--- src/rtl/jang_pkg.sv ---
`timescale 1ns / 1ps
// ----------------------------------------------------------------------------
// Joint angle package
// Shared widths, constants, the CORDIC step table and the stage payload types.
// ----------------------------------------------------------------------------
package jang_pkg;

  localparam int COORD_BITS_DEF   = 16;
  localparam int CORDIC_STEPS_DEF = 16;
  localparam int ATAN_LEN         = 24;
  localparam int ANGLE_W          = 16;
  localparam int NORM_MSB         = 28;
  localparam int XY_W             = 32;
  localparam int Z_W              = 26;
  localparam int FRAC_DROP        = 8;
  localparam int MAX_COMP_W       = 31;

  localparam logic signed [Z_W-1:0] DEG90_Q16  = Z_W'(5898240);
  localparam logic signed [Z_W-1:0] DEG180_Q16 = Z_W'(11796480);
  localparam logic signed [Z_W-1:0] ROUND_HALF = Z_W'(128);

  localparam logic signed [Z_W-1:0] ATAN_DEG_Q16 [ATAN_LEN] = '{
    Z_W'(2949120), Z_W'(1740967), Z_W'(919879), Z_W'(466945),
    Z_W'(234379),  Z_W'(117304),  Z_W'(58666),  Z_W'(29335),
    Z_W'(14668),   Z_W'(7334),    Z_W'(3667),   Z_W'(1833),
    Z_W'(917),     Z_W'(458),     Z_W'(229),    Z_W'(115),
    Z_W'(57),      Z_W'(29),      Z_W'(14),     Z_W'(7),
    Z_W'(4),       Z_W'(2),       Z_W'(1),      Z_W'(0)
  };

  // Width of one vector component after the prescale.
  function automatic int comp_w(input int cb);
    return ((cb + 1) > MAX_COMP_W) ? MAX_COMP_W : (cb + 1);
  endfunction

  // Width of the unsigned dot and cross magnitudes.
  function automatic int prod_w(input int cb);
    return 2 * comp_w(cb);
  endfunction

  typedef struct packed {
    logic degen;
    logic vanish;
  } flags_t;

  typedef struct packed {
    logic signed [XY_W-1:0] x;
    logic signed [XY_W-1:0] y;
    logic signed [Z_W-1:0]  z;
    flags_t                 flags;
  } cordic_t;

endpackage

--- src/rtl/jang_cordic.sv ---
`timescale 1ns / 1ps
// ----------------------------------------------------------------------------
// Joint angle CORDIC
// Unrolled vectoring CORDIC with one rotation per stage, followed by the
// clamp, rounding and output register.
// ----------------------------------------------------------------------------
module jang_cordic #(
  parameter int CORDIC_STEPS = jang_pkg::CORDIC_STEPS_DEF
) (
  input  logic                          clk,
  input  logic                          rst_n,
  input  logic                          up_vld,
  output logic                          up_rdy,
  input  jang_pkg::cordic_t             up_data,
  output logic                          out_vld,
  input  logic                          out_rdy,
  output logic [jang_pkg::ANGLE_W-1:0]  out_angle,
  output logic                          out_degen
);
  import jang_pkg::*;

  localparam int NS = (CORDIC_STEPS < ATAN_LEN) ? CORDIC_STEPS : ATAN_LEN;

  cordic_t               stg_in [NS];
  cordic_t               stg_nxt [NS];
  cordic_t               stg_r [NS];
  logic [NS-1:0]         vld_in, vld_r, en;
  logic                  en_out, out_vld_r, degen_r, degen_nxt;
  logic [ANGLE_W-1:0]    angle_r, angle_nxt;
  logic signed [Z_W-1:0] zf, zc, rnd;

  assign en_out = !out_vld_r || out_rdy;

  for (genvar k = 0; k < NS; k++) begin : g_stage
    logic signed [XY_W-1:0] xi, yi, xs, ys;
    logic signed [Z_W-1:0]  zi;

    if (k == 0) begin : g_first
      assign stg_in[k] = up_data;
      assign vld_in[k] = up_vld;
    end else begin : g_next
      assign stg_in[k] = stg_r[k-1];
      assign vld_in[k] = vld_r[k-1];
    end

    if (k == NS - 1) begin : g_last_en
      assign en[k] = !vld_r[k] || en_out;
    end else begin : g_mid_en
      assign en[k] = !vld_r[k] || en[k+1];
    end

    always_comb begin
      xi = stg_in[k].x;
      yi = stg_in[k].y;
      zi = stg_in[k].z;
      xs = xi >>> k;
      ys = yi >>> k;
      stg_nxt[k].flags = stg_in[k].flags;
      if (yi > 0) begin
        stg_nxt[k].x = xi + ys;
        stg_nxt[k].y = yi - xs;
        stg_nxt[k].z = zi + ATAN_DEG_Q16[k];
      end else begin
        stg_nxt[k].x = xi - ys;
        stg_nxt[k].y = yi + xs;
        stg_nxt[k].z = zi - ATAN_DEG_Q16[k];
      end
    end

    always_ff @(posedge clk) begin
      if (!rst_n) begin
        vld_r[k] <= 1'b0;
      end else if (en[k]) begin
        vld_r[k] <= vld_in[k];
      end
    end

    always_ff @(posedge clk) begin
      if (en[k] && vld_in[k]) begin
        stg_r[k] <= stg_nxt[k];
      end
    end
  end

  assign up_rdy = en[0];

  always_comb begin
    zf = stg_r[NS-1].z;
    if (zf < 0) begin
      zc = '0;
    end else if (zf > DEG180_Q16) begin
      zc = DEG180_Q16;
    end else begin
      zc = zf;
    end
    rnd       = zc + ROUND_HALF;
    degen_nxt = stg_r[NS-1].flags.degen;
    if (stg_r[NS-1].flags.degen || stg_r[NS-1].flags.vanish) begin
      angle_nxt = '0;
    end else begin
      angle_nxt = rnd[FRAC_DROP +: ANGLE_W];
    end
  end

  always_ff @(posedge clk) begin
    if (!rst_n) begin
      out_vld_r <= 1'b0;
    end else if (en_out) begin
      out_vld_r <= vld_r[NS-1];
    end
  end

  always_ff @(posedge clk) begin
    if (en_out && vld_r[NS-1]) begin
      angle_r <= angle_nxt;
      degen_r <= degen_nxt;
    end
  end

  assign out_vld   = out_vld_r;
  assign out_angle = angle_r;
  assign out_degen = degen_r;

endmodule

--- config.mk ---
export PLATFORM = sky130hd
export DESIGN_NAME = jang_cordic
export DESIGN_NICKNAME = d
export VERILOG_FILES = /design/src/rtl/jang_pkg.sv /design/src/rtl/jang_cordic.sv
export SDC_FILE = /design/constraint.sdc
export NUM_CORES = 2
export LEC_CHECK = 0
export BUFFER_PORTS_ARGS = -buffer_cell sky130_fd_sc_hd__buf_2
export CAP_MARGIN = 20
export CORE_ASPECT_RATIO = 0.75
export CORE_UTILIZATION = 45
export DETAILED_ROUTE_END_ITERATION = 10
export GPL_ROUTABILITY_DRIVEN = 0
export PLACE_DENSITY = 0.7
export SYNTH_ARGS = -nofsm -noshare
export SYNTH_HDL_FRONTEND = slang
export SYNTH_SLANG_ARGS = --single-unit
export TNS_END_PERCENT = 1
--- constraint.sdc ---
create_clock -name clk -period 33.4 [get_ports clk]
set_input_delay 5.01 -clock clk [delete_from_list [all_inputs] [get_ports clk]]
set_output_delay 5.01 -clock clk [all_outputs]
set_load 0.05 [all_outputs]
==> results by group <==
Timing
  • RSZ-0062 raised after global routing: no
  • Fin. Hold Viols: 0
  • Fin worst setup slack: 19.66 ns
  • Clk_skew: 0.05845 ns
  • Final setup fails: 0
  • Slew @ Worst Pin: 1.139 ns
  • Final setup TNS: 0 ns
  • Max transition margin: 22.99%
  • Fmax: 0.07279 GHz
  • Tmin final: 13.74 ns
  • Count of pins over their slew limit: 0
  • Period utilization: 41.13%

Critical path
  • Setup CP Type: input pin to output pin
  • Worst path bufs/invs: 2
  • Reg2reg setup slack: 25.71 ns
  • Most used cell, CP: and3_1
  • Max Fanout on Critical Path: 7
  • Crit path max-delay cell type: and3_1
  • Setup crit start kind: input pin
  • R2r worst-path depth: 25
  • CP required: 28.39 ns
  • CP endpoint kind: output pin
  • CP Cell Sequence: buf_2 > and3b_1 > and2_1 > and3_1 > and2_1 > and3_1 > and3_1 > and2_1 > and3_1 > and4_1 > nand2_1 > buf_2
  • Arrival @ worst endpoint: 8.73 ns
  • Crit path max-delay family: simple AND/OR/NAND/NOR gates
  • Max stage delay on crit path: 0.49 ns
  • Worst reg2reg endpoint: stg_r[1][367]$_DFFE_PP_
  • Crit Reg-Reg Startpoint: stg_r[1][227]$_DFFE_PP_

Floorplanning
  • Overall die height: 441.9 µm
  • Row count: 161
  • DIE AREA: 0.2601 mm²
  • CORE AREA: 0.2566 mm²
  • Die W: 588.5 µm
  • IO Count: 115
  • Starting Density: 45.24%

Pwr
  • Worst VDD drop: 0.05062 mV
  • Leakage power: 50.27 nW
  • Tot Pwr: 5.736 mW
  • Clock Power Share: 31.9%
  • Combinational share of power: 29.5%
  • Power Density: 45.36 mW/mm²
  • Net switching power figure: 1.822 mW
  • Internal power: 3.913 mW
  • Switching share of total power: 31.77%
  • Part of the power in registers: 38.6%

Yosys
  • Net count after synthesis: 13500
  • Async set-reset flop share out of synthesis: 0%
  • Mapped Avg Cell Area: 9.641 µm²
  • Top cell type's share of synthesized area: 35.64%
  • Post-synthesis register bit count: 1395
  • Post-synth EDFFs: 1378
  • Post-synthesis sequential area ratio: 35.93%
  • Main synth FF type: edfxtp_1
  • Count of different cell masters after synthesis: 102
  • Ys Warns: 0
  • Most frequent cell after synthesis: edfxtp_1
  • Cell Area, Synth: 0.1161 mm²
  • Largest cells by area after synthesis: edfxtp_1 36%, ha_1 14%, xnor2_1 8.9%, a21oi_1 4.8%, xor2_1 4.2%
  • Top cells by count, synth: 1378 x edfxtp_1, 1318 x ha_1, 1186 x xnor2_1, 1112 x a21oi_1, 942 x nor2_1
  • Largest area contributor in the netlist: edfxtp_1
  • Post-Synthesis Cells: 12040

Detailed routing
  • Router iterations before antenna repair: 6
  • DR iter-0 viols: 8621
  • Drt wl/cell: 18.44 µm
  • Remaining antenna violation count: 0
  • Final WL: 290900 µm
  • Routed vias/inst: 5.778
  • DRC Markers: 0
  • Vias: 91170

GRT
  • Global route overflow: 0
  • Met1 usage: 33.05%
  • GR Util All Layers: 21.60%
  • Largest net degree at the start of global routing: 90
  • GR Util met2: 31.67%
  • Global Route met3 Usage: 3.687%
  • Vias in the first global route: 83310
  • GR peak layer: met1
  • Initial antenna violation count: 19
  • Global-route wire length before repair: 459300 µm

Layout
  • Number of fill cells: 23810
  • Multi-input logic area: 0.07192 mm²
  • Non-filler cells, final: 15780
  • Area growth syn-to-layout: 8.897%
  • Post-layout util: 49.27%
  • Reg area: 0.04172 mm²
  • Layout cells sized above 1: 4.962%
  • Final net count: 13700

Run
  • Max cap viols: 0

Worst hold path
  • Hold_sp: stg_r[0][647]$_DFFE_PP_
  • HP Class: register to register
  • Worst hold stages: 0
  • WHS Endpoint: stg_r[1][3]$_DFFE_PP_

CTS
  • Longest Clk Path Bufs: 4
  • Clock transition at path regs: 0.06 ns
  • Post-CTS sizing: 0
  • Inserted Clock Buffers: 165
  • Worst skew pair latency: 0.86 ns
  • Maximum level of the CTS H-tree: 4
  • Sink Count: 1395
  • CTS tree: yes
  • Hold buffers post-CTS: 0
  • CTS root buf: clkbuf_16
  • Postcts setup bufs: 0

Placement
  • Dpl hpwl: 228800 µm
  • Dpl cells: 15490
  • Pre-CTS setup slack: 19.65 ns
  • Number of I/O port buffers: 114

Outcome
  • Status: complete, no violations
[through the flow]
stage          area [µm²]  hold slack (ns)
2_1_floorplan      116100           0.4003
3_3_place_gp       121000           0.4021
3_5_place_dp       121000           0.4045
4_1_cts            126400           0.4146
5_1_grt            126400           0.4241
6_report           126400           0.4082
[placed cells by master (no fill, tap or decap), drive strengths merged, types with 67 or more instances in the layout]
cell type  netlist  final
nor3           328    328
a21o           452    452
a211oi         110    110
edfxtp        1378   1378
nor2b          186    186
clkbuf         116    179
o211ai          74     74
buf             38    180
a31oi          105    105
nor2           943    943
nand2          689    689
ha            1318   1318
nor4           109    109
o31ai          178    178
o21ai          657    657
or3            137    137
nand3          226    226
and2            86     86
xnor2         1186   1186
a21oi         1113   1113
inv            547    560
o21a           216    216
and3           137    137
o21bai         170    170
xor2           556    556
nand2b         166    166
nand4           67     67
[how the worst max path moves through the flow]
stage,cells after the start,start,end
5_1_grt,12,out_rdy,up_rdy
3_5_place_dp,12,out_rdy,up_rdy
3_3_place_gp,12,out_rdy,up_rdy
2_1_floorplan,10,out_rdy,stg_r[0][276]$_DFFE_PP_
6_report,12,out_rdy,up_rdy
4_1_cts,12,out_rdy,up_rdy
[area by class of cell]
| type | count | share of cell area, % |
|---|---|---|
| Clock inverter | 107 | 0.9273 |
| Tap cell | 3423 | 3.387 |
| Clock buffer | 179 | 3.307 |
| Multi-Input combinational cell | 9942 | 56.88 |
| Timing Repair Buffer | 180 | 0.8530 |
| Inverter | 552 | 1.643 |
| Sequential cell | 1395 | 33.00 |
| Antenna cell | 1 | 0.001979 |
[state kept, by name, summed over array words and instances, names as in the netlist]
register / flops
out_angle: 16
out_degen: 1
out_vld: 1
stg_r: 1361
vld_in: 15
vld_r: 1
[power groups by stage]
stage | Combinational [mW] | Clock, mW | Sequential (mW)
detailed placement | 1.66 | 0 | 2.25
finish | 1.69 | 1.83 | 2.21
global route | 1.87 | 1.93 | 2.22
floorplan | 1.31 | 0 | 2.21
global placement | 1.64 | 0 | 2.25
CTS | 1.67 | 1.87 | 2.21
[cells by family (layout without fill, tap and decap cells)]
| family | count (synthesis) | count (layout) | share of synthesized area, % |
|---|---|---|---|
| XOR/XNOR | 1742 | 1742 | 13.14 |
| flip-flops | 1395 | 1395 | 35.93 |
| other | 0 | 1 | 0 |
| AO/OA/AOI/OAI | 3501 | 3501 | 19.28 |
| multiplexers | 33 | 33 | 0.3050 |
| buffers and inverters | 706 | 1018 | 2.321 |
| adder cells (fa/ha/maj) | 1363 | 1363 | 14.98 |
| AND/OR/NAND/NOR | 3303 | 3303 | 14.04 |
[routing by layer]
layer / vias up / wire length [µm]
li1: 45210 / -
met2: 2863 / 118600
met4: 10 / 5526
met1: 42710 / 143300
met5: - / 149
met3: 372 / 23310
Note: power is estimated with default switching activity, not from simulation.
