[config.mk]
export PLATFORM = sky130hd
export DESIGN_NAME = jang_front
export DESIGN_NICKNAME = d
export VERILOG_FILES = /design/src/rtl/jang_pkg.sv /design/src/rtl/jang_front.sv
export SDC_FILE = /design/constraint.sdc
export NUM_CORES = 2
export LEC_CHECK = 0
export BUFFER_PORTS_ARGS = -buffer_cell sky130_fd_sc_hd__buf_2
export CORE_MARGIN = 2
export CORE_UTILIZATION = 45
export CTS_BUF_LIST = sky130_fd_sc_hd__clkbuf_8
export DETAILED_ROUTE_END_ITERATION = 8
export GPL_TIMING_DRIVEN = 0
export MAX_ROUTING_LAYER = met4
export PLACE_DENSITY = 0.7
export SYNTH_ARGS = -nofsm -noshare
export SYNTH_HDL_FRONTEND = slang
export SYNTH_SLANG_ARGS = --single-unit
[constraint.sdc]
create_clock -name clk -period 14.55 [get_ports clk]
set_clock_uncertainty 0.05 [all_clocks]
set_input_delay 1.455 -clock clk [delete_from_list [all_inputs] [get_ports clk]]
set_output_delay 1.455 -clock clk [all_outputs]
set_load 0.02 [all_outputs]
[src/rtl/jang_pkg.sv]
`timescale 1ns / 1ps
// ----------------------------------------------------------------------------
// Joint angle package
// Shared widths, constants, the CORDIC step table and the stage payload types.
// ----------------------------------------------------------------------------
package jang_pkg;

  localparam int COORD_BITS_DEF   = 16;
  localparam int CORDIC_STEPS_DEF = 16;
  localparam int ATAN_LEN         = 24;
  localparam int ANGLE_W          = 16;
  localparam int NORM_MSB         = 28;
  localparam int XY_W             = 32;
  localparam int Z_W              = 26;
  localparam int FRAC_DROP        = 8;
  localparam int MAX_COMP_W       = 31;

  localparam logic signed [Z_W-1:0] DEG90_Q16  = Z_W'(5898240);
  localparam logic signed [Z_W-1:0] DEG180_Q16 = Z_W'(11796480);
  localparam logic signed [Z_W-1:0] ROUND_HALF = Z_W'(128);

  localparam logic signed [Z_W-1:0] ATAN_DEG_Q16 [ATAN_LEN] = '{
    Z_W'(2949120), Z_W'(1740967), Z_W'(919879), Z_W'(466945),
    Z_W'(234379),  Z_W'(117304),  Z_W'(58666),  Z_W'(29335),
    Z_W'(14668),   Z_W'(7334),    Z_W'(3667),   Z_W'(1833),
    Z_W'(917),     Z_W'(458),     Z_W'(229),    Z_W'(115),
    Z_W'(57),      Z_W'(29),      Z_W'(14),     Z_W'(7),
    Z_W'(4),       Z_W'(2),       Z_W'(1),      Z_W'(0)
  };

  // Width of one vector component after the prescale.
  function automatic int comp_w(input int cb);
    return ((cb + 1) > MAX_COMP_W) ? MAX_COMP_W : (cb + 1);
  endfunction

  // Width of the unsigned dot and cross magnitudes.
  function automatic int prod_w(input int cb);
    return 2 * comp_w(cb);
  endfunction

  typedef struct packed {
    logic degen;
    logic vanish;
  } flags_t;

  typedef struct packed {
    logic signed [XY_W-1:0] x;
    logic signed [XY_W-1:0] y;
    logic signed [Z_W-1:0]  z;
    flags_t                 flags;
  } cordic_t;

endpackage

[src/rtl/jang_front.sv]
`timescale 1ns / 1ps
// ----------------------------------------------------------------------------
// Joint angle front end
// Forms the two side vectors, multiplies them out into dot and cross products
// and folds the pair into the first quadrant over four pipeline stages.
// ----------------------------------------------------------------------------
module jang_front #(
  parameter int COORD_BITS = jang_pkg::COORD_BITS_DEF,
  localparam int PW = jang_pkg::prod_w(COORD_BITS)
) (
  input  logic                         clk,
  input  logic                         rst_n,
  input  logic                         up_vld,
  output logic                         up_rdy,
  input  logic signed [COORD_BITS-1:0] a_x,
  input  logic signed [COORD_BITS-1:0] a_y,
  input  logic signed [COORD_BITS-1:0] b_x,
  input  logic signed [COORD_BITS-1:0] b_y,
  input  logic signed [COORD_BITS-1:0] c_x,
  input  logic signed [COORD_BITS-1:0] c_y,
  output logic                         dn_vld,
  input  logic                         dn_rdy,
  output logic [PW-1:0]                dn_px,
  output logic [PW-1:0]                dn_py,
  output logic signed [jang_pkg::Z_W-1:0] dn_z0,
  output jang_pkg::flags_t             dn_flags
);
  import jang_pkg::*;

  localparam int DW  = COORD_BITS + 1;
  localparam int CW  = comp_w(COORD_BITS);
  localparam int PRE = DW - CW;
  localparam int SW  = PW + 1;

  logic signed [DW-1:0] ax, ay, bx, by, cx, cy;
  logic signed [DW-1:0] dux, duy, dvx, dvy;
  logic signed [CW-1:0] ux_r, uy_r, vx_r, vy_r;
  logic                 dg1_r, dg2_r, dg3_r, dg_nxt;
  logic signed [PW-1:0] m1_r, m2_r, m3_r, m4_r;
  logic signed [SW-1:0] dot_r, crs_r, crs_abs, ndot;
  logic [PW-1:0]        px_r, py_r, px_nxt, py_nxt;
  logic signed [Z_W-1:0] z0_r, z0_nxt;
  flags_t               flg_r, flg_nxt;
  logic                 v1_r, v2_r, v3_r, v4_r;
  logic                 en1, en2, en3, en4;

  assign en4    = !v4_r || dn_rdy;
  assign en3    = !v3_r || en4;
  assign en2    = !v2_r || en3;
  assign en1    = !v1_r || en2;
  assign up_rdy = en1;

  always_comb begin
    ax  = DW'(a_x);
    ay  = DW'(a_y);
    bx  = DW'(b_x);
    by  = DW'(b_y);
    cx  = DW'(c_x);
    cy  = DW'(c_y);
    dux = ax - bx;
    duy = ay - by;
    dvx = cx - bx;
    dvy = cy - by;
    dg_nxt = ((dux == '0) && (duy == '0)) || ((dvx == '0) && (dvy == '0));
  end

  always_comb begin
    crs_abs = crs_r[SW-1] ? -crs_r : crs_r;
    ndot    = -dot_r;
    flg_nxt.degen  = dg3_r;
    flg_nxt.vanish = (dot_r == '0) && (crs_r == '0);
    if (dot_r[SW-1]) begin
      px_nxt = crs_abs[PW-1:0];
      py_nxt = ndot[PW-1:0];
      z0_nxt = DEG90_Q16;
    end else begin
      px_nxt = dot_r[PW-1:0];
      py_nxt = crs_abs[PW-1:0];
      z0_nxt = '0;
    end
  end

  always_ff @(posedge clk) begin
    if (!rst_n) begin
      v1_r <= 1'b0;
      v2_r <= 1'b0;
      v3_r <= 1'b0;
      v4_r <= 1'b0;
    end else begin
      if (en1) begin
        v1_r <= up_vld;
      end
      if (en2) begin
        v2_r <= v1_r;
      end
      if (en3) begin
        v3_r <= v2_r;
      end
      if (en4) begin
        v4_r <= v3_r;
      end
    end
  end

  always_ff @(posedge clk) begin
    if (en1 && up_vld) begin
      ux_r  <= dux[DW-1:PRE];
      uy_r  <= duy[DW-1:PRE];
      vx_r  <= dvx[DW-1:PRE];
      vy_r  <= dvy[DW-1:PRE];
      dg1_r <= dg_nxt;
    end
    if (en2 && v1_r) begin
      m1_r  <= PW'(ux_r) * PW'(vx_r);
      m2_r  <= PW'(uy_r) * PW'(vy_r);
      m3_r  <= PW'(ux_r) * PW'(vy_r);
      m4_r  <= PW'(uy_r) * PW'(vx_r);
      dg2_r <= dg1_r;
    end
    if (en3 && v2_r) begin
      dot_r <= SW'(m1_r) + SW'(m2_r);
      crs_r <= SW'(m3_r) - SW'(m4_r);
      dg3_r <= dg2_r;
    end
    if (en4 && v3_r) begin
      px_r  <= px_nxt;
      py_r  <= py_nxt;
      z0_r  <= z0_nxt;
      flg_r <= flg_nxt;
    end
  end

  assign dn_vld   = v4_r;
  assign dn_px    = px_r;
  assign dn_py    = py_r;
  assign dn_z0    = z0_r;
  assign dn_flags = flg_r;

endmodule

==> results.sh <==
export IMPL_final_util_pct=48.7
export IMPL_critical_path_class="reg2reg"
export IMPL_startpoint="vy_r[16]"
export IMPL_cp_end_kind="flop"
export IMPL_grt_use_total_pct=32.6
export IMPL_clock_latency_ns=0.79
export IMPL_ys_async_sr_fraction_pct=0
export IMPL_die_y_um=376
export IMPL_crit_fanout=10
export IMPL_chipWidth_um=376
export IMPL_clock_fmax_ghz=0.110
export IMPL_synth_cell_types=89
export IMPL_layout_drive_gt1_share_pct=5.01
export IMPL_grt_antenna_before_repair=36
export IMPL_reg2reg_depth=20
export IMPL_grt_overflow_total=0
export IMPL_rsz0062_at_grt="no"
export IMPL_ys_ff_latch=352
export IMPL_yosysMostFrequentCell="inv_1"
export IMPL_vias=46500
export IMPL_grt_pass1_vias=48500
export IMPL_start_kind="flop"
export IMPL_cts_clk_slew_worst_paths_ns=0.07
export IMPL_multi_input_area_sq_um=45900
export IMPL_routed_via_density=5.47
export IMPL_htreeDepth=2
export IMPL_regToRegStartpoint="vy_r[16]"
export IMPL_detail_route_wl_per_cell_um=25.9
export IMPL_fillerInstances=13000
export IMPL_status="finished clean"
export IMPL_drtIter0Drc=3882
export IMPL_rows=136
export IMPL_dpl_hpwl_um=182000
export IMPL_pre_cts_slack_ns=5.73
export IMPL_fin_crit_ns=9.07
export IMPL_synth_enable_flop_cells=348
export IMPL_core_sq_um=137000
export IMPL_cts_root_buf="clkbuf_8"
export IMPL_hold_viol=0
export IMPL_worstMarginPinSlew_ns=1.46
export IMPL_post_cts_buffers=0
export IMPL_syn2layout_area_growth_pct=7.58
export IMPL_max_cap_viol_count=0
export IMPL_drt_first_pass_iters=8
export IMPL_critPathArrivalTime_ns=9.49
export IMPL_seq_area_sq_um=10500
export IMPL_cts_buffers=60
export IMPL_endpoint="m2_r[31]"
export IMPL_grt_start_max_net_pins=41
export IMPL_slew_viol_final=0
export IMPL_finalSetupViolCount=0
export IMPL_cts_tree="done"
export IMPL_yosys_warnings=0
export IMPL_postCtsResizedCells=0
export IMPL_wirelength_um=220000
export IMPL_nets=8396
export IMPL_regToRegSetupSlack_ns=5.48
export IMPL_num_io_pins=198
export IMPL_maxSlewHeadroom_pct=2.91
export IMPL_ctsHoldBuffers=0
export IMPL_synth_top_flop_cell="edfxtp_1"
export IMPL_post_route_period_util_pct=62.4
export IMPL_cts_buffer_depth=3
export IMPL_yosysTopAreaCell="fa_1"
export IMPL_grt_pass1_wl_um=321000
export IMPL_drc=0
export IMPL_cp_required_ns=14.97
export IMPL_syn_area_sq_um=62300
export IMPL_routabilityCongestion=1.04
export IMPL_io_buffers=175
export IMPL_avgSynthCellArea_sq_um=9.79
export IMPL_final_antenna_net_count=0
export IMPL_yosysTopAreaCellShare_pct=38.2
export IMPL_setup_ws_ns=5.48
export IMPL_die_area_sq_um=141000
export IMPL_hp_class="reg2reg"
export IMPL_start_util_pct=45.3
export IMPL_ys_seq_area_share_pct=16.9
export IMPL_cts_sinks=352
export IMPL_synth_commonest_cells="inv_1, fa_1, nand2_1"
export IMPL_synth_area_leaders="fa_1, edfxtp_1, ha_1"
export IMPL_syn_inst=6364
export IMPL_r2r_end="m2_r[31]"
sequential cells by signal, summed over array words and instances (netlist names), 2 cells and up:
signal	cells
m4_r	34
ux_r	17
vy_r	17
vx_r	17
m2_r	34
dn_py	34
dot_r	35
uy_r	17
dn_flags	2
m1_r	34
m3_r	34
crs_r	35
dn_px	34
routing by layer:
| metal | wire length (um) | vias to the layer above | GRT usage (%) |
|---|---|---|---|
| li1 | - | 20200 | - |
| met1 | 84700 | 23600 | 39.1 |
| met2 | 99900 | 2112 | 50.7 |
| met3 | 20600 | 586 | 8.14 |
| met4 | 15100 | 0 | 18.0 |
| met5 | 0 | - | - |
kinds of logic after synthesis:
family                     synth area share (%)
muxes                                    0.0321
other                                   0.00602
DFF                                        16.9
xor gates and xnor gates                   4.09
AOI/OAI and AO/OA                          7.04
and+or+nand+nor                            14.5
buffers and inverters                      9.70
adders and majority gates                  47.8
worst min-delay path by stage:
stage / from / end / slack (ns) / depth (start not counted)
after detailed placement: dg3_r / dn_flags[1] / 0.39 / 0
after floorplan: dg1_r / dg2_r / 0.35 / 0
after global placement: dg2_r / dg3_r / 0.38 / 0
after CTS: dg2_r / dg3_r / 0.39 / 0
after global routing: dg2_r / dg3_r / 0.40 / 0
final: dg2_r / dg3_r / 0.39 / 0
critical path, stage by stage (launching register included):
cell,delay (ns)
edfxtp_1,1.04
clkinv_1,0.95
clkbuf_1,0.57
nor2_1,0.24
fa_1,0.47
fa_1,0.42
fa_1,0.54
fa_1,0.43
fa_1,0.49
inv_1,0.05
fa_1,0.48
inv_1,0.05
ha_1,0.36
a211o_1,0.40
a2111oi_2,0.85
o311ai_1,0.25
a21oi_1,0.27
o21bai_1,0.12
a41o_1,0.30
o31ai_1,0.28
xnor2_1,0.12
final cells by class:
class	count	area share [%]
timing repair buffer	185	1.60
clock inverter	43	0.538
buffer	252	1.56
sequential	352	15.7
inverter	1333	7.47
antenna	30	0.112
multi-input combinational	4448	68.4
clock buffer	60	1.23
tap	1794	3.35
cells in the final DEF, fill, tap and decap left out, types with 22 or more instances in the layout:
cell	n
a21o_1	66
a21oi_1	195
and2_1	593
buf_2	176
buf_4	25
clkbuf_1	219
clkbuf_8	60
conb_1	22
diode_2	30
edfxtp_1	348
fa_1	1190
ha_1	474
inv_1	1345
nand2_1	640
nand2b_1	51
nand3_1	50
nor2_1	234
nor2b_1	40
nor3_1	51
o21a_1	66
o21ai_0	134
o21ai_1	23
or3_1	24
xnor2_1	207
xor2_1	83
metrics by stage:
stage | instance area (sq um) | TNS [ns] | hold WS, ns | instances
3_5_place_dp | 65800 | 0 | 0.387 | 8364
5_1_grt | 67000 | 0 | 0.399 | 8481
3_3_place_gp | 65500 | -198.99 | 0.376 | 8354
6_report | 67000 | 0 | 0.395 | 8497
4_1_cts | 66900 | 0 | 0.391 | 8467
2_1_floorplan | 62400 | 0 | 0.350 | 6385
Power is not shown: default switching activity piles up to over one toggle a cycle in this logic, so the estimate is an artifact.
