## config.mk

```make
export PLATFORM = sky130hd
export DESIGN_NAME = jang_norm
export DESIGN_NICKNAME = d
export VERILOG_FILES = /design/src/rtl/jang_pkg.sv /design/src/rtl/jang_norm.sv
export SDC_FILE = /design/constraint.sdc
export NUM_CORES = 1
export LEC_CHECK = 0
export ABC_AREA = 1
export ABC_CLOCK_PERIOD_IN_PS = 10500
export CELL_PAD_IN_SITES_DETAIL_PLACEMENT = 1
export CELL_PAD_IN_SITES_GLOBAL_PLACEMENT = 1
export CORE_ASPECT_RATIO = 0.8
export CORE_MARGIN = 2
export CORE_UTILIZATION = 46
export DETAILED_ROUTE_END_ITERATION = 7
export DONT_BUFFER_PORTS = 1
export PLACE_DENSITY_LB_ADDON = 0.1
export SLEW_MARGIN = 0
export SYNTH_ARGS = -nofsm -noshare
export SYNTH_HDL_FRONTEND = slang
export SYNTH_SLANG_ARGS = --single-unit
```

## constraint.sdc

```tcl
create_clock -name clk -period 10.5 [get_ports clk]
set_input_delay 1.05 -clock clk [delete_from_list [all_inputs] [get_ports clk]]
set_output_delay 1.05 -clock clk [all_outputs]
set_load 0.05 [all_outputs]
```

## src/rtl/jang_pkg.sv

```systemverilog
`timescale 1ns / 1ps
// ----------------------------------------------------------------------------
// Joint angle package
// Shared widths, constants, the CORDIC step table and the stage payload types.
// ----------------------------------------------------------------------------
package jang_pkg;

  localparam int COORD_BITS_DEF   = 16;
  localparam int CORDIC_STEPS_DEF = 16;
  localparam int ATAN_LEN         = 24;
  localparam int ANGLE_W          = 16;
  localparam int NORM_MSB         = 28;
  localparam int XY_W             = 32;
  localparam int Z_W              = 26;
  localparam int FRAC_DROP        = 8;
  localparam int MAX_COMP_W       = 31;

  localparam logic signed [Z_W-1:0] DEG90_Q16  = Z_W'(5898240);
  localparam logic signed [Z_W-1:0] DEG180_Q16 = Z_W'(11796480);
  localparam logic signed [Z_W-1:0] ROUND_HALF = Z_W'(128);

  localparam logic signed [Z_W-1:0] ATAN_DEG_Q16 [ATAN_LEN] = '{
    Z_W'(2949120), Z_W'(1740967), Z_W'(919879), Z_W'(466945),
    Z_W'(234379),  Z_W'(117304),  Z_W'(58666),  Z_W'(29335),
    Z_W'(14668),   Z_W'(7334),    Z_W'(3667),   Z_W'(1833),
    Z_W'(917),     Z_W'(458),     Z_W'(229),    Z_W'(115),
    Z_W'(57),      Z_W'(29),      Z_W'(14),     Z_W'(7),
    Z_W'(4),       Z_W'(2),       Z_W'(1),      Z_W'(0)
  };

  // Width of one vector component after the prescale.
  function automatic int comp_w(input int cb);
    return ((cb + 1) > MAX_COMP_W) ? MAX_COMP_W : (cb + 1);
  endfunction

  // Width of the unsigned dot and cross magnitudes.
  function automatic int prod_w(input int cb);
    return 2 * comp_w(cb);
  endfunction

  typedef struct packed {
    logic degen;
    logic vanish;
  } flags_t;

  typedef struct packed {
    logic signed [XY_W-1:0] x;
    logic signed [XY_W-1:0] y;
    logic signed [Z_W-1:0]  z;
    flags_t                 flags;
  } cordic_t;

endpackage

```

## src/rtl/jang_norm.sv

```systemverilog
`timescale 1ns / 1ps
// ----------------------------------------------------------------------------
// Joint angle normalizer
// Finds the leading one of the larger magnitude, then shifts both magnitudes
// so that it lands on bit 28, over two pipeline stages.
// ----------------------------------------------------------------------------
module jang_norm #(
  parameter int COORD_BITS = jang_pkg::COORD_BITS_DEF,
  localparam int PW = jang_pkg::prod_w(COORD_BITS)
) (
  input  logic                            clk,
  input  logic                            rst_n,
  input  logic                            up_vld,
  output logic                            up_rdy,
  input  logic [PW-1:0]                   up_px,
  input  logic [PW-1:0]                   up_py,
  input  logic signed [jang_pkg::Z_W-1:0] up_z0,
  input  jang_pkg::flags_t                up_flags,
  output logic                            dn_vld,
  input  logic                            dn_rdy,
  output jang_pkg::cordic_t               dn_data
);
  import jang_pkg::*;

  localparam int LW = $clog2(PW);
  localparam int EW = PW + NORM_MSB;

  logic [PW-1:0]         m, px_r, py_r;
  logic [LW-1:0]         lead_nxt, lead_r;
  logic signed [Z_W-1:0] z0_r;
  flags_t                flg_r;
  logic [EW-1:0]         wide_x, wide_y;
  cordic_t               out_nxt, out_r;
  logic                  v1_r, v2_r, en1, en2;

  assign en2    = !v2_r || dn_rdy;
  assign en1    = !v1_r || en2;
  assign up_rdy = en1;

  always_comb begin
    m        = up_px | up_py;
    lead_nxt = '0;
    for (int i = 0; i < PW; i++) begin
      if (m[i]) begin
        lead_nxt = LW'(i);
      end
    end
  end

  always_comb begin
    wide_x        = {px_r, {NORM_MSB{1'b0}}} >> lead_r;
    wide_y        = {py_r, {NORM_MSB{1'b0}}} >> lead_r;
    out_nxt.x     = XY_W'(wide_x[NORM_MSB:0]);
    out_nxt.y     = XY_W'(wide_y[NORM_MSB:0]);
    out_nxt.z     = z0_r;
    out_nxt.flags = flg_r;
  end

  always_ff @(posedge clk) begin
    if (!rst_n) begin
      v1_r <= 1'b0;
      v2_r <= 1'b0;
    end else begin
      if (en1) begin
        v1_r <= up_vld;
      end
      if (en2) begin
        v2_r <= v1_r;
      end
    end
  end

  always_ff @(posedge clk) begin
    if (en1 && up_vld) begin
      px_r   <= up_px;
      py_r   <= up_py;
      lead_r <= lead_nxt;
      z0_r   <= up_z0;
      flg_r  <= up_flags;
    end
    if (en2 && v1_r) begin
      out_r <= out_nxt;
    end
  end

  assign dn_vld  = v2_r;
  assign dn_data = out_r;

endmodule

```

==> metrics.md, run 1 <==
| Metric | Value |
|---|---|
| Status | finished clean |
| Worst Path Arrival | 3.58 ns |
| Yosys reg bits | 190 |
| Post-synth ARST share | 0% |
| Post-synth cell types | 30 |
| Antenna cells | 0 |
| DRC viols | 0 |
| Nets | 1316 |
| Routed WL per cell | 20.5 um |
| CTS resizes | 0 |
| Vias per cell | 5.60 |
| Mapped cell area | 10400 um^2 |
| Area occupied by registers | 5690 um^2 |
| Multi-input gate area | 4270 um^2 |
| Share of the synthesized area in the top cell type | 54.3% |
| DR top layer | met4 |
| CTS sink count | 190 |
| Design Area, Final | 11200 um^2 |
| CP startpoint kind | register |
| WL met3 | 1.46 mm |
| Tcrit/Tclk final | 31.1% |
| Vias | 8601 |
| Setup CP Type | register to register |
| Post-synth EDFFs | 188 |
| Ys flop type | edfxtp_1 |
| Die width | 172 um |
| RSZ-0062 raised after global routing | false |
| Synthesis Warnings | 0 |
| Total power | 1.90 mW |
| Top post-synthesis cells by count | 537 x nand2_1, 188 x edfxtp_1, 123 x nand3_1, 118 x o21ai_1, 79 x nor2_1 |
| Io pins | 194 |
| Area grow syn2layout | 7.68% |
| Final Hold Vio Count | 0 |
| Die height | 138 um |
| Clk_lat worst skew | 0.46 ns |
| First-pass GRT wire length | 48.7 mm |
| CP Data Required Time | 10.81 ns |
| F_max | 306 MHz |
| DRT Pass-1 Iters | 5 |
| Mapped Avg Cell Area | 8.25 um^2 |
| P per Cell Area | 170 nW/um^2 |
| Post-Route Setup TNS | 0 ns |
| Initial antenna violation count | 0 |
| Antenna viol nets, final | 0 |
| Layout fillers | 2665 |
| Area after DPL | 10600 um^2 |
| Largest net degree at the start of global routing | 85 |
| Cell taking the most area after synthesis | edfxtp_1 |
| Vias in the first global route | 8644 |
| Relative slew slack | 31.3% |
| Clock-pin transition on the worst setup and hold timing paths | 0.08 ns |
| Final setup viols | 0 |
| Initial Util | 46.6% |
| CTS H-Tree Depth | 4 |
| Post-detail-place hpwl | 22.5 mm |
| Clock Skews | 0.0138 ns |
| Crit path time final | 3.27 ns |
| Core outline area | 22300 um^2 |
| Share of post-route cells with drive strength above 1 | 4.80% |
| Worst Hold Class | register to register |
| Final Wtd Congestion | 0.895 |
| Hold_buf cts | 0 |
| Total of max-cap violations | 0 |
| Metal-1 WL | 14.8 mm |
| Leak | 4.50 nW |
| Die area | 23800 um^2 |
| Most common cell in the synthesized netlist | nand2_1 |
| Worst vdd ir | 0.000124 V |
| CTS root buffer | clkbuf_16 |
| CTS tree | built |
| Ranking of synthesized cells by area | edfxtp_1 54%, nand2_1 19%, nand3_1 5.9% |
| DR iter-0 viols | 714 |
| FF-to-FF setup slack | 7.23 ns |
| All-layer global routing usage | 26.8% |
| Max-slew violations | 0 |
| Worst-path fanout max | 71 |
| Grt ovf | 0 |
| Clock Path Buffers | 2 |
| Post-CTS setup buffer count | 0 |
| Clock buffer count from CTS | 17 |
| Worst-margin pin slew | 1.03 ns |
| CP Capture Type | register |
| Cells after synthesis | 1260 |
| Met2 WL | 14.4 mm |
| Final WL | 31.5 mm |
| I/O Buffers | 0 |
| Post-synthesis sequential area ratio | 54.7% |
| Row cnt | 49 |
[worst max-delay path, stage by stage, from the launching register on]
cell      delay, ns
edfxtp_1       0.37
buf_4          0.34
inv_2          0.86
nand2_1        0.15
nand2_1        0.12
inv_1          0.06
o21ai_0        0.39
nand2_1        0.10
o21ai_1        0.23
nand2_1        0.08
o21ai_1        0.15
nand2_1        0.08
nand3_1        0.13
[metal layers]
layer,vias up,global-route usage (%)
met3,49,5.90
met1,4204,36.5
met4,0,9.77
met2,214,42.4
li1,4134,-
met5,-,0
[worst paths after layout]
path / start / endpoint / cells after the start
worst max register to register: lead_r[0] / dn_data[48] / 12
worst max-delay path: lead_r[0] / dn_data[48] / 12
worst min-delay path: z0_r[4] / dn_data[6] / 0
worst min register to register: z0_r[4] / dn_data[6] / 0
[stage by stage]
stage | hold WS [ns] | setup WS (ns) | util, % | instances
2_1_floorplan | 0.400 | 4.69 | - | 1265
3_3_place_gp | 0.400 | 7.14 | 47.4 | 1503
3_5_place_dp | 0.405 | 7.04 | 47.4 | 1503
4_1_cts | 0.422 | 7.27 | 50.1 | 1535
5_1_grt | 0.422 | 6.96 | 50.1 | 1535
6_report | 0.420 | 7.23 | 50.1 | 1535
[power by group]
group / leakage (nW) / switching [mW] / internal [mW] / total (mW)
clock network: 0.296 / 0.342 / 0.325 / 0.667
registers: 1.83 / 0.0865 / 0.890 / 0.977
logic: 2.38 / 0.189 / 0.0684 / 0.258
total: 4.50 / 0.618 / 1.28 / 1.90
[state kept, by name, indices dropped and copies added, names as in the netlist]
signal	cells
dn_data	86
dn_vld	1
flg_r	2
lead_r	6
px_r	34
py_r	34
v1_r	1
z0_r	26
[layout make-up]
cell class	instances	share of cell area (%)
sequential	190	50.8
multi-input combinational	954	38.1
tap	306	3.42
inverter	41	1.40
timing repair buffer	12	0.805
clock buffer	17	3.80
clock inverter	15	1.64
[logic make-up (layout without fill, tap and decap cells)]
family	Yosys count	count (layout)	synth area share, %
simple gates	754	754	29.5
other cells	1	6	0.0361
flops	190	190	54.7
mux	26	26	2.50
compound gates	168	168	8.60
buf+inv	121	85	4.62
[placed cells by master, fill, tap and decap left out]
master,count
buf_4,12
clkinv_8,5
clkinv_4,1
a21oi_1,8
nand3_1,123
o21bai_1,1
inv_2,5
edfxtp_1,188
nand2_1,537
mux2i_1,26
inv_6,5
nor2_2,2
clkinv_1,3
o21ai_0,19
nor4_1,4
dfxtp_1,2
clkbuf_16,17
a21boi_0,1
or2_1,2
o21ai_1,118
nor3_1,3
a221oi_1,3
nor2_4,3
a21oi_4,1
a32o_1,3
o31ai_1,1
conb_1,6
a31oi_1,11
o211ai_1,2
inv_8,3
nor2_1,77
inv_1,32
inv_4,1
nor2_8,3
inv_12,1
Note: power is estimated with default switching activity, not from simulation.
==> run 2: changes to the inputs <==
- ABC_CLOCK_PERIOD_IN_PS: 10500 -> 2900
- CORE_UTILIZATION: 46 -> 43
- clock period: 10.5 -> 2.9 ns (I/O delays scaled with it)
==> run 2 against run 1 <==
  * Non-clock buffer count rose by 105
  * Wire length is 8.4% higher
  * Largest cell class unchanged
  * Maximum frequency rose by 41%
  * Final cell count up 7.2%
  * Global-route usage grew 0.87 points
  * Clock power rose to 3.6 times the previous value
  * Combinational power increased to 4.1 times the previous value
  * First-iteration DRC count fell by 3.4%
  * Clock-buffer cell count unchanged
  * Largest power group unchanged
  * Utilization increased by 2.2 points
==> metrics.md, run 2 (same netlist as run 1, synthesis figures left out) <==
| Metric | Value |
|---|---|
| Final hold slack | 0.0574 ns (-0.362 ns) |
| Crit path buf inv count | 2 (-1) |
| Clock buffer count from CTS | 17 (unchanged) |
| Final WL | 34.1 mm (+8.4%) |
| Final Hold Vio Count | 0 (unchanged) |
| Most Frequent Cell on Critical Path | nand2_1 |
| Status | finished clean |
| Tcrit/Tclk final | 80.1% (+49 points) |
| Grt ovf | 0 (unchanged) |
| Leak | 4.98 nW (+11%) |
| NetSw | 2.29 mW (+270%) |
| Row cnt | 50 (+2.0%) |
| Clock Path Buffers | 2 (unchanged) |
| Worst Hold Class | input pin to register |
| Crit path time final | 2.32 ns (-0.947 ns) |
| Crit path largest cell delay | 0.47 ns (-0.39 ns) |
| Relative slew slack | 42.0% (+11 points) |
| CTS tree | built |
| Clk network pwr share | 34.5% (-0.6 points) |
| Final Wtd Congestion | 0.934 (+4.3%) |
| Flop pwr share | 50.3% (-1.1 points) |
| Crit-path slowest cell | edfxtp_1 |
| RSZ-0062 raised after global routing | false |
| Worst path cell trace | inv_2, buf_12, nand2_1, nand3_1, o21ai_1, mux2i_1, nand2_1, o21ai_1, nand2_1, nand3_1 |
| Clk_lat worst skew | 0.46 ns (about the same) |
| Nets | 1421 (+8.0%) |
| Setup CP Type | register to register |
| Final setup viols | 0 (unchanged) |
| CP Data Required Time | 3.21 ns (-7.60 ns) |
| Commonest cells after routing, fill and taps aside | 537 x nand2_1, 188 x edfxtp_1, 122 x nand3_1, 118 x o21ai_1, 97 x dlygate4sd3_1 |
| Worst Path Arrival | 2.64 ns (-0.94 ns) |
| Vias | 9083 (+5.6%) |
| Initial antenna violation count | 0 (unchanged) |
| Vias per cell | 5.52 (-1.5%) |
| Share of post-route cells with drive strength above 1 | 5.17% (+0.37 points) |
| Io pins | 194 (unchanged) |
| Sw frac | 32.5% (+0.052 points) |
| Critical Path Start | lead_r[0] |
| GR peak layer | met2 |
| First-pass GRT wire length | 53.1 mm (+9.0%) |
| Crit path max-delay family | buffers and inverters |
| Max-slew violations | 0 (unchanged) |
| Core outline area | 23600 um^2 (+5.7%) |
| Commonest non-fill, non-tap cell in the layout | nand2_1 |
| Worst-path fanout max | 37 (-48%) |
| Clock Skews | 0.0167 ns (+0.00283 ns) |
| Initial Util | 44.1% (-2.5 points) |
| Die width | 178 um (+3.3%) |
| CTS resizes | 0 (unchanged) |
| CTS H-Tree Depth | 4 (unchanged) |
| FF-to-FF Start | lead_r[0] |
| Hold Crit Start | up_vld |
| DRC viols | 0 (unchanged) |
| Area grow syn2layout | 18.7% |
| CP startpoint kind | register |
| Met1 Use GR | 36.4% (about the same) |
| Post-detail-place hpwl | 23.6 mm (+5.0%) |
| CTS sink count | 190 (unchanged) |
| CP Capture Type | register |
| Max reg flops | 86 (unchanged) |
| Vias in the first global route | 9459 (+9.4%) |
| Antenna cells | 0 (unchanged) |
| Met3 global-route usage | 5.51% (-0.39 points) |
| P_int | 4.76 mW (+270%) |
| Clock-pin transition on the worst setup and hold timing paths | 0.08 ns (about the same) |
| Worst-margin pin slew | 0.869 ns (-0.160 ns) |
| Gate power share | 15.2% (+1.6 points) |
| DR iter-0 viols | 690 (-3.4%) |
| Die height | 143 um (+3.3%) |
| Worst vdd ir | 0.000386 V (+210%) |
| CTS root buffer | clkbuf_16 |
| Total of max-cap violations | 0 (unchanged) |
| Post-Route Setup TNS | 0 ns (unchanged) |
| Die area | 25400 um^2 (+6.8%) |
| F_max | 431 MHz (+41%) |
| Routed WL per cell | 20.7 um (+1.1%) |
| Met2 capacity usage during global routing | 46.3% (+3.9 points) |
| All-layer global routing usage | 27.7% (+0.87 points) |
| Largest net degree at the start of global routing | 78 (-8.2%) |
| DRT Pass-1 Iters | 5 (unchanged) |
| Antenna viol nets, final | 0 (unchanged) |
| P per Cell Area | 571 nW/um^2 (+240%) |
| I/O Buffers | 0 (unchanged) |
run 2: cell types whose count changed in the layout (fill, tap and decap cells not counted), sizes merged:
cell and change:
buf +8, clkinvlp +1, clkinv +2, inv -3, dlygate4sd3 +97
run 2: final cells by class:
cell class / instances / area [um^2]
clock buffers: 17 / 425
well taps: 312 / 390
fillers: 2783 / 11200
clock inverters: 15 / 191
inverters: 41 / 158
flip-flops and latches: 190 / 5690
repair buffers: 117 / 1210
multi-input cells: 954 / 4280
run 2: path summary, 6_finish.rpt:
check / to / slack, ns / cells after the start
worst min-delay path: v1_r / 0.06 / 2
worst max register to register: dn_data[61] / 0.58 / 10
worst min register to register: dn_data[6] / 0.41 / 0
worst max-delay path: dn_data[61] / 0.58 / 10
run 2: power by group through the flow:
stage          combinational (mW)  clock, mW  sequential (mW)
2_1_floorplan               0.669          0             3.56
3_3_place_gp                0.926          0             3.60
3_5_place_dp                0.949          0             3.60
4_1_cts                      1.06       2.47             3.54
5_1_grt                      1.19       2.58             3.56
6_report                     1.07       2.43             3.54
run 2: timing repair:
item,4_1_cts,5_1_grt
setup buffers,0,0
hold endpoints to repair,98,0
hold buffers,97,0
run 2: stage by stage:
| stage | total power, mW | area, um^2 | worst slack [ns] | std cells | util [%] |
|---|---|---|---|---|---|
| floorplan | 4.23 | 10400 | 0.0380 | 1265 | - |
| global placement | 4.53 | 10800 | 0.561 | 1517 | 45.6 |
| detailed placement | 4.55 | 10800 | 0.468 | 1517 | 45.6 |
| CTS | 7.07 | 12300 | 0.629 | 1646 | 52.3 |
| global route | 7.33 | 12300 | 0.388 | 1646 | 52.3 |
| finish | 7.05 | 12300 | 0.578 | 1646 | 52.3 |
run 2: routing by layer:
layer	vias to the layer above	wire length, um
met5	-	0
li1	4362	-
met2	263	16300
met1	4416	15400
met3	42	1620
met4	0	767
run 2: worst reg2reg max path, delay by kind of cell, from the launching register on:
family,cells,cell delay (ns)
flops,1,0.47
buf+inv,2,0.53
simple gates,5,0.52
compound gates,2,0.29
mux,1,0.37
==> run 3: changes to the inputs <==
- ABC_AREA: 1 -> 0
- ABC_CLOCK_PERIOD_IN_PS: 2900 -> 2200
- CORE_UTILIZATION: 43 -> 46
- clock period: 2.9 -> 2.2 ns (I/O delays scaled with it)
==> run 3 against run 2 <==
  * The run now ends with negative setup slack left
  * Synthesized cell count decreased by 36%
  * Global-route usage grew 5.6 points
  * Non-clock buffer count rose by 91
  * Maximum frequency decreased by 4.4%
  * Register-to-register slack worse by 0.81 ns
  * Die area shrank 7.4%
  * Clock skew is 0.0012 ns higher
  * Critical endpoint is now dn_data[45]
  * Largest cell class unchanged
==> metrics.md, run 3 <==
| Metric | Value |
|---|---|
| P_int | 6.82 mW (+43%) |
| Synthesis Warnings | 0 (unchanged) |
| Cells after synthesis | 808 (-36%) |
| Die area | 23600 um^2 (-7.4%) |
| Top post-synthesis cells by count | 188 x edfxtp_1, 72 x mux2i_1, 66 x nor2_1, 65 x nand2_1, 49 x mux2_2 |
| Initial antenna violation count | 0 (unchanged) |
| Worst setup endpoint | dn_data[45] |
| P per Cell Area | 742 nW/um^2 (+30%) |
| Worst path cell trace | buf_6, buf_12, buf_16, mux2_2, mux2i_2, mux2i_1, o21ai_1, o22ai_1 |
| DRT Pass-1 Iters | 5 (unchanged) |
| Commonest non-fill, non-tap cell in the layout | edfxtp_1 |
| Post-synth EDFFs | 188 (unchanged) |
| Nets | 1075 (-24%) |
| Vias | 8416 (-7.3%) |
| Antenna cells | 0 (unchanged) |
| Post-synthesis sequential area ratio | 55.3% (+0.61 points) |
| Relative slew slack | 52.1% (+10 points) |
| First-pass GRT wire length | 56.2 mm (+5.8%) |
| Die width | 171 um (-3.8%) |
| Slack of the critical path | -0.228 ns (-0.806 ns) |
| Largest net degree at the start of global routing | 64 (-18%) |
| DR iter-0 viols | 1008 (+46%) |
| Share of post-route cells with drive strength above 1 | 34.9% (+30 points) |
| Crit path largest cell delay | 0.40 ns (-0.07 ns) |
| Mapped cell area | 10300 um^2 (-1.1%) |
| F_max | 412 MHz (-4.4%) |
| Ys flop type | edfxtp_1 |
| Grt ovf | 0 (unchanged) |
| CP Capture Type | register |
| CTS root buffer | clkbuf_16 |
| Tcrit/Tclk final | 110% (+30 points) |
| Clock Skews | 0.0179 ns (+0.00119 ns) |
| Clock Path Buffers | 2 (unchanged) |
| Final setup viols | 57 (+57) |
| Post-synth ARST share | 0% (unchanged) |
| Worst vdd ir | 0.000388 V (+0.47%) |
| Worst-margin pin slew | 0.712 ns (-0.157 ns) |
| FF-to-FF Start | lead_r[0] |
| Total of max-cap violations | 0 (unchanged) |
| Clock-pin transition on the worst setup and hold timing paths | 0.09 ns (about the same) |
| Max-slew violations | 0 (unchanged) |
| Met2 WL | 18.8 mm (+15%) |
| DRC viols | 0 (unchanged) |
| Gate power share | 20.7% (+5.5 points) |
| Io pins | 194 (unchanged) |
| Worst Path Arrival | 2.63 ns (about the same) |
| CTS tree | built |
| Post-synth cell types | 56 (+87%) |
| Most common cell in the synthesized netlist | edfxtp_1 |
| CTS H-Tree Depth | 4 (unchanged) |
| Initial Util | 47.3% (+3.2 points) |
| Worst-path fanout max | 5 (-86%) |
| WL met3 | 2.95 mm (+82%) |
| Vias in the first global route | 8391 (-11%) |
| Leak | 4.87 nW (-2.3%) |
| Area grow syn2layout | 34.3% |
| Final Hold Vio Count | 0 (unchanged) |
| Commonest cells after routing, fill and taps aside | 188 x edfxtp_1, 99 x dlygate4sd3_1, 79 x buf_4, 62 x nor2_1, 62 x nand2_1 |
| Total power | 10.2 mW (+45%) |
| Cell taking the most area after synthesis | edfxtp_1 |
| Mapped Avg Cell Area | 12.7 um^2 (+54%) |
| All-layer global routing usage | 33.3% (+5.6 points) |
| I/O Buffers | 0 (unchanged) |
| CTS sink count | 190 (unchanged) |
| CP startpoint kind | register |
| CP Data Required Time | 2.40 ns (-0.81 ns) |
| Yosys reg bits | 190 (unchanged) |
| Die height | 138 um (-3.7%) |
| Setup CP Type | register to register |
| R2r endpoint | dn_data[45] |
| Area after DPL | 11200 um^2 (+3.8%) |
| Sw frac | 33.4% (+0.90 points) |
| Status | complete, but fails checks |
| Critical Path Start | lead_r[0] |
| NetSw | 3.43 mW (+49%) |
| Clk network pwr share | 33.1% (-1.4 points) |
| Worst reg2reg path depth | 8 (-2) |
| Post-detail-place hpwl | 27.0 mm (+14%) |
| DR top layer | met4 |
| Crit-path slowest cell | edfxtp_1 |
| Clock buffer count from CTS | 17 (unchanged) |
| Metal-1 WL | 17.0 mm (+11%) |
| Vias per cell | 6.53 (+18%) |
| FF-to-FF setup slack | -0.23 ns (-0.81 ns) |
| Worst Hold Class | input pin to register |
| Failing checks | negative setup slack |
| Flop pwr share | 46.2% (-4.1 points) |
| Core outline area | 21700 um^2 (-7.8%) |
| Ranking of synthesized cells by area | edfxtp_1 55%, mux4_2 7.7%, mux2i_1 7.0% |
| Final WL | 39.8 mm (+17%) |
| Row cnt | 48 (-4.0%) |
| Max reg flops | 86 (unchanged) |
| Clk_lat worst skew | 0.46 ns (about the same) |
| Crit path time final | 2.43 ns (+0.106 ns) |
| RSZ-0062 raised after global routing | true |
| Design Area, Final | 13800 um^2 (+12%) |
| Routed WL per cell | 30.9 um (+49%) |
| Final Wtd Congestion | 0.941 (+0.80%) |
| Antenna viol nets, final | 0 (unchanged) |
| Share of the synthesized area in the top cell type | 54.9% (+0.61 points) |
==> run 3: changes by cell type after synthesis, moves of 35 or more <==
cell | previous run | this run
mux2i_1 | 26 | 72
mux2_2 | 0 | 49
nand3_1 | 123 | 11
mux4_2 | 0 | 35
o21ai_1 | 118 | 15
o22ai_1 | 0 | 40
nand2_1 | 537 | 65
==> run 3: worst max-delay path: cells and delay by family (launching register included) <==
family	cells	cell delay (ns)
compound gates	2	0.40
flops	1	0.40
mux	3	0.92
buf+inv	3	0.46
==> run 3: cells by family after synthesis <==
logic type / Yosys count / share of synthesized area [%]
simple gates: 190 / 8.11
compound gates: 201 / 12.7
mux: 156 / 20.1
buf+inv: 70 / 3.80
other cells: 1 / 0.0365
flops: 190 / 55.3
==> run 3: layout make-up <==
class                   instances  area [um^2]
multi-input cells             553         4940
well taps                     300          375
clock buffers                  17          425
inverters                       5         18.8
clock inverters                15          219
flip-flops and latches        190         5690
fillers                      2102         7940
repair buffers                208         2140
==> run 3: power by group through the flow <==
stage	Combinational (mW)	Clock (mW)	Sequential (mW)
after global placement	1.50	0	4.79
after detailed placement	1.54	0	4.80
after global routing	2.21	3.55	4.74
after CTS	1.85	3.38	4.71
final	2.12	3.39	4.73
after floorplan	0.980	0	4.72
==> run 3: routing by layer <==
layer  vias up  GRT usage [%]
met5         -              0
met4         0           7.96
met3        77           4.97
met2       478           53.9
met1      4319           47.5
li1       3542              -
==> run 3: worst min-delay path by stage <==
stage | start | to | slack, ns | cells after the start
3_3_place_gp | up_z0[24] | z0_r[24] | 0.32 | 0
3_5_place_dp | up_z0[5] | z0_r[5] | 0.32 | 0
5_1_grt | dn_rdy | v1_r | 0.02 | 3
2_1_floorplan | up_flags[0] | flg_r[0] | 0.32 | 0
4_1_cts | dn_rdy | v1_r | 0.01 | 3
6_report | dn_rdy | v1_r | 0.01 | 3
==> run 3: through the flow <==
step / hold slack, ns / setup TNS, ns / setup WS (ns) / util, % / std cells
CTS: 0.0142 / -3.24 / -0.124 / 60.8 / 1282
detailed placement: 0.319 / -7.63 / -0.273 / 51.3 / 1143
floorplan: 0.319 / -3.59 / -0.0417 / - / 813
finish: 0.0116 / -5.79 / -0.228 / 63.5 / 1288
global route: 0.0247 / -7.88 / -0.207 / 63.5 / 1288
global placement: 0.319 / -5.35 / -0.257 / 51.3 / 1143
==> run 3: what timing repair did <==
| action | in CTS | in global routing |
|---|---|---|
| resized for setup | 84 | 107 |
| pin swaps | 19 | 27 |
| hold buffers | 99 | 0 |
| buffers inserted | 5 | 5 |
| gates cloned | 4 | 4 |
| endpoints found under the setup margin | 58 | 58 |
| endpoints found under the hold margin | 98 | 0 |
